<file path="src/sv/hpr_pkg.sv">
// Shared constants, codes and types of the hazard pointer reclaimer.
`default_nettype none
package hpr_pkg;

    localparam int NUM_RECS    = 8;
    localparam int HZP_PER_REC = 4;
    localparam int RLIST_DEPTH = 32;
    localparam int PTR_W       = 64;
    localparam int REC_W       = $clog2(NUM_RECS);
    localparam int SLOT_W      = $clog2(HZP_PER_REC);
    localparam int IDX_W       = $clog2(RLIST_DEPTH);
    localparam int CNT_W       = $clog2(RLIST_DEPTH + 1);
    localparam int NUM_SLOTS   = NUM_RECS * HZP_PER_REC;
    localparam int HAZ_W       = REC_W + SLOT_W;
    localparam int ADDR_W      = REC_W + IDX_W;
    localparam int RAM_DEPTH   = NUM_RECS * RLIST_DEPTH;
    localparam int CFG_IDX_W   = 2;

    localparam logic [2:0] REQ_ACQUIRE = 3'd0;
    localparam logic [2:0] REQ_RELEASE = 3'd1;
    localparam logic [2:0] REQ_SET     = 3'd2;
    localparam logic [2:0] REQ_RETIRE  = 3'd3;
    localparam logic [2:0] REQ_SCAN    = 3'd4;

    localparam logic [1:0] ST_OK      = 2'd0;
    localparam logic [1:0] ST_NO_FREE = 2'd1;
    localparam logic [1:0] ST_SLOT    = 2'd2;
    localparam logic [1:0] ST_FULL    = 2'd3;

    localparam logic [CFG_IDX_W-1:0] CFG_THRESHOLD = 2'd0;
    localparam logic [CFG_IDX_W-1:0] CFG_SLOTS     = 2'd1;
    localparam logic [CFG_IDX_W-1:0] CFG_REPORT    = 2'd2;

    typedef struct packed {
        logic [2:0]       req_type;
        logic [REC_W-1:0] rec_id;
        logic [1:0]       slot_index;
        logic [PTR_W-1:0] pointer_value;
    } t_req;

    typedef struct packed {
        logic [1:0]       status;
        logic [REC_W-1:0] granted_rec;
        logic             released_valid;
        logic [PTR_W-1:0] released_ptr;
        logic             last;
    } t_result;

    typedef enum logic [2:0] {
        S_IDLE,
        S_EXEC,
        S_RD,
        S_CHK,
        S_DEC,
        S_FIN
    } t_state;

    typedef struct packed {
        logic load;
        logic exec;
        logic chk;
        logic dec;
        logic fin;
    } t_cmd;

    typedef struct packed {
        logic scan_go;
        logic scan_more;
        logic hit;
        logic pend_wait;
        logic out_free;
    } t_stat;

endpackage
`default_nettype wire

</file>
<file path="src/sv/hpr_ctrl.sv">
// Controller state machine sequencing requests and retire list scans.
`default_nettype none
module hpr_ctrl
    import hpr_pkg::*;
(
    input  wire logic  i_clk,
    input  wire logic  i_rst_n,
    input  wire logic  i_in_valid,
    output logic       o_in_stall,
    input  wire t_stat i_stat,
    output t_cmd       o_cmd
);

    t_state r_state;
    t_state n_state;

    always_ff @(posedge i_clk) begin
        if (!i_rst_n) begin
            r_state <= S_IDLE;
        end else begin
            r_state <= n_state;
        end
    end

    always_comb begin
        n_state = r_state;
        unique case (r_state)
            S_IDLE: if (i_in_valid) n_state = S_EXEC;
            S_EXEC: n_state = i_stat.scan_go ? S_RD : S_FIN;
            S_RD:   n_state = i_stat.scan_more ? S_CHK : S_FIN;
            S_CHK:  n_state = S_DEC;
            S_DEC:  if (i_stat.hit || !i_stat.pend_wait) n_state = S_RD;
            S_FIN:  if (i_stat.out_free) n_state = S_IDLE;
            default: n_state = S_IDLE;
        endcase
    end

    always_comb begin
        o_cmd      = '0;
        o_in_stall = 1'b1;
        unique case (r_state)
            S_IDLE: begin
                o_in_stall = 1'b0;
                o_cmd.load = i_in_valid;
            end
            S_EXEC: o_cmd.exec = 1'b1;
            S_RD:   ;
            S_CHK:  o_cmd.chk = 1'b1;
            S_DEC:  o_cmd.dec = i_stat.hit || !i_stat.pend_wait;
            S_FIN:  o_cmd.fin = i_stat.out_free;
            default: ;
        endcase
    end

endmodule
`default_nettype wire
</file>
<file path="config.mk">
export PLATFORM = sky130hd
export DESIGN_NAME = hpr_ctrl
export DESIGN_NICKNAME = d
export VERILOG_FILES = /design/src/sv/hpr_pkg.sv /design/src/sv/hpr_ctrl.sv
export SDC_FILE = /design/constraint.sdc
export NUM_CORES = 1
export LEC_CHECK = 0
export BUFFER_PORTS_ARGS = -buffer_cell sky130_fd_sc_hd__buf_2
export CAP_MARGIN = 10
export CORE_AREA = 2 2 39 41
export CTS_CLUSTER_SIZE = 28
export DETAILED_ROUTE_END_ITERATION = 6
export DIE_AREA = 0 0 41 43
export HOLD_SLACK_MARGIN = 0.15
export PLACE_DENSITY = 0.49
export SLEW_MARGIN = 30
export SYNTH_ARGS = -nofsm -noshare
export SYNTH_HDL_FRONTEND = slang
export SYNTH_SLANG_ARGS = --single-unit
</file>
<file path="constraint.sdc">
create_clock -name i_clk -period 3.1 [get_ports i_clk]
set_input_delay 0.62 -clock i_clk [delete_from_list [all_inputs] [get_ports i_clk]]
set_output_delay 0.62 -clock i_clk [all_outputs]
set_load 0.005 [all_outputs]
</file>
Yosys cells after proc, flatten, opt, wreduce, memory -nomap -nowiden

Index checks and enable logic that the tools add are counted.

Flip-flop bits (word level): 3
Input port bits: 8

Equality and inequality tests: 8
Muxes and demuxes: 12
Reduce and logical (&&, ||, !) cells: 4

Operators with widths:

| cell                 | number |
|---|---|
| $pmux W3 S6          | 1 |
| $mux W3              | 5 |
| $eq A3 B2 Y1 const B | 2 |
| $eq A3 B3 Y1 const B | 2 |
| $mux W1              | 6 |
| $ne A2 B2 Y1 const B | 3 |
| $eq A3 B1 Y1 const B | 1 |
| $logic_not A3 Y1     | 1 |
| $reduce_and A3 Y1    | 1 |
| $logic_not A1 Y1     | 1 |
| $logic_or A1 B1 Y1   | 1 |

Longest topological paths before layout

Depth in word-level cells: 4
Depth in mapped cells: 4
Depth with buffers taken out: 3

Worst setup path after synthesis

OpenSTA, ideal clock, no wires.

Path type: input port to output port
Start: input port i_stat[2] (netlist name)
End: output port o_cmd[1] (netlist name)
Arrival: 0.949 ns
Data required time: 2.480 ns
Setup slack: 1.531 ns
Cell stages on the path: 2
Buffers on the path: 0
Cell sequence: nand2b_1 > and3_1

RTL lines:

| what            | line           | RTL |
|---|---|---|
| start, declared | hpr_ctrl.sv:10 | `input wire t_stat i_stat,` |
| end, declared   | hpr_ctrl.sv:11 | `output t_cmd o_cmd` |

==> flow_summary_export.csv <==
group,metric,value,unit
logic_synthesis,synth.distinct_cells,21,
setup_path,worst_setup_path_end_kind,"output pin",
logic_synthesis,syn_inst,30,
cts,cts.sinks,3,
cts,h-tree-depth,1,
setup_path,r2r-end,"r_state[2]",
timing,fin_crit_sh,59.0,%
status,status,"finished clean",
floorplan,core,1380,sq um
layout,diodes,0,
place,numPortBuffers,13,
setup_path,worstSetupStartpointType,"register",
logic_synthesis,yosysWarnings,0,
timing,slew-limit-headroom,76.9,%
global_route,grt_max_degree,12,
layout,largest_registers,"r_state: 3 flops",
cts,cts_root_buffer,"clkbuf_4",
timing,fmax,546,MHz
setup_path,worst-setup-path-type,"reg2out",
power,p_per_area,482,nW/um^2
place,gp_congestion,0.722,
setup_path,required,2.48,ns
floorplan,initial_core_util,18.4,%
logic_synthesis,synth_top_area_cell,"dfxtp_1",
power,p_total,0.166,mW
power,peakVddDrop,0.163,mV
global_route,antenna_found_initial,0,
cts,cts_tree,"yes",
power,pwr-share-clk,42.0,%
layout,largest_reg_flops,3,
power,power_switching,0.0501,mW
setup_path,rr_worst_depth,2,
setup_path,cp_max_fo,11,
logic_synthesis,syn-cell-area,255,sq um
floorplan,die_x,41,um
layout,nFillCells,162,
routing,drt_pre_antenna_iters,4,
cts,cts_buffers,3,
timing,setup_tns,0,ns
worst_hold_path,min_from,"i_rst_n",
floorplan,pin_count,14,
cts,post-cts-setup-buffers,0,
layout,syn2layout_area_growth,34.8,%
power,p_int,0.116,mW
floorplan,num_rows,14,
cts,clkTransAtPathRegs,0.04,ns
power,seqPwrFrac,31.6,%
global_route,overflow,0,
layout,top_register,"r_state",
logic_synthesis,synth.net_count,38,
cts,hold_buffers,0,
layout,final_area,344,sq um
timing,setup_viol,0,
logic_synthesis,synth.area.top_cells,"dfxtp_1 24%, buf_6 8.8%, and3_1 7.4%",
layout,final_util,24.9,%
routing,antenna_left,0,
cts,clockBufferDepth,2,
setup_path,regToRegSetupSlack,1.94,ns
job,maxCapViolCount,0,
worst_hold_path,hold-path-endpoint,"r_state[2]",
layout,drive_above_1_share,46.7,%
power,swShare,30.2,%
routing,via_per_inst,4.39,
timing,min_period,1.83,ns
logic_synthesis,ys_seq_elements,3,
worst_hold_path,holdPathStages,2,
setup_path,worstPathArrival,1.21,ns
floorplan,die_area,1760,sq um
timing,clock_skew,0.00149,ns
cts,cts.repair.resized,0,
routing,routedWlPerCell,10.3,um
timing,drv_slew,0,
logic_synthesis,synth_top_cell_area_share,23.5,%
global_route,grt_use_total,7.92,%
global_route,first_global_vias,213,
timing,finalHoldViolCount,0,
power,pwr-share-comb,26.5,%
routing,vias,268,
timing,rsz0062_at_grt,"no",
timing,worst_pin_slew,0.346,ns
routing,wl,631,um
worst_hold_path,min_path_type,"in2reg",
layout,fin_nets,54,
floorplan,die_h,43,um
routing,drcViolationCount,0,
global_route,grt_pass1_wl,890,um
power,leakage,0.163,nW
cts,clkLatencyLatePin,0.23,ns
setup_path,rr_startpoint,"r_state[1]",
logic_synthesis,yosysSeqAreaShare,23.5,%
routing,drt_iter0_markers,3,
place,placed_area,318,sq um
logic_synthesis,avgSynthCellArea,8.51,sq um
through the flow:
stage | cells | hold WS (ns) | worst slack, ns
after floorplan | 30 | 0.596 | 1.53
after global placement | 57 | 0.670 | 1.32
after detailed placement | 57 | 0.689 | 1.31
after CTS | 61 | 0.624 | 1.27
after global routing | 61 | 0.631 | 1.19
final | 61 | 0.627 | 1.27
critical path, stage by stage (launching register included):
cell	delay, ns
dfxtp_1	0.51
nor2_1	0.14
and3_1	0.20
buf_2	0.12
routing by layer:
| layer | share of wire [%] | vias up | track usage (%) | routed length [um] |
|---|---|---|---|---|
| met3 | 13 | 0 | 6.28 | 79 |
| met1 | 50 | 109 | 11.8 | 314 |
| met5 | 0 | - | 0 | 0 |
| met2 | 38 | 15 | 8.44 | 237 |
| met4 | 0 | 0 | 2.00 | 0 |
| li1 | - | 144 | - | - |
synthesized netlist by cell type, drive strengths merged:
library cell	number
and3	3
dfxtp	3
nor2	3
a21oi	2
buf	2
inv	2
nand2	2
o21ai	2
a211oi	1
a32oi	1
and4bb	1
nand2b	1
nor2b	1
nor3	1
nor3b	1
nor4	1
o221a	1
o31a	1
or3	1
cells by family (layout without fill, tap and decap cells):
group	count (synthesis)	after routing	synth area share [%]
compound gates	8	8	23.5
buf+inv	4	19	11.8
flops	3	3	23.5
simple gates	15	15	41.2
power by group through the flow:
stage	Combinational [mW]	Sequential [mW]	Clock, mW
2_1_floorplan	0.0383	0.0464	0
3_3_place_gp	0.0441	0.0535	0
3_5_place_dp	0.0441	0.0536	0
4_1_cts	0.0443	0.0529	0.0738
5_1_grt	0.0487	0.0543	0.0768
6_report	0.0439	0.0524	0.0697
cell usage in the layout (no fill, tap or decap), drive strengths merged:
| master | count |
|---|---|
| nor2 | 3 |
| and3 | 3 |
| nor3b | 1 |
| or3 | 1 |
| clkbuf | 4 |
| o31a | 1 |
| dfxtp | 3 |
| nand2b | 1 |
| nand2 | 2 |
| a32oi | 1 |
| a21oi | 2 |
| buf | 13 |
| nor3 | 1 |
| o21ai | 2 |
| nor4 | 1 |
| a211oi | 1 |
| and4bb | 1 |
| nor2b | 1 |
| o221a | 1 |
| inv | 2 |
final cells by class:
type / instances / area (sq um) / share of cell area [%]
well taps: 16 / 20.0 / 5.82
multi-input cells: 23 / 165 / 48.0
flip-flops and latches: 3 / 60.1 / 17.5
inverters: 2 / 7.51 / 2.18
repair buffers: 13 / 65.1 / 18.9
clock buffers: 4 / 26.3 / 7.64
worst max-delay path by stage:
| stage | from | endpoint | slack (ns) | cells past startpoint |
|---|---|---|---|---|
| finish | r_state[1] | o_cmd[4] | 1.27 | 3 |
| global placement | i_stat[2] | o_cmd[1] | 1.32 | 4 |
| floorplan | i_stat[2] | o_cmd[1] | 1.53 | 2 |
| CTS | r_state[1] | o_cmd[4] | 1.27 | 3 |
| detailed placement | i_stat[2] | o_cmd[1] | 1.31 | 4 |
| global route | r_state[1] | o_cmd[4] | 1.19 | 3 |
Power figures use the tool's default switching activity.
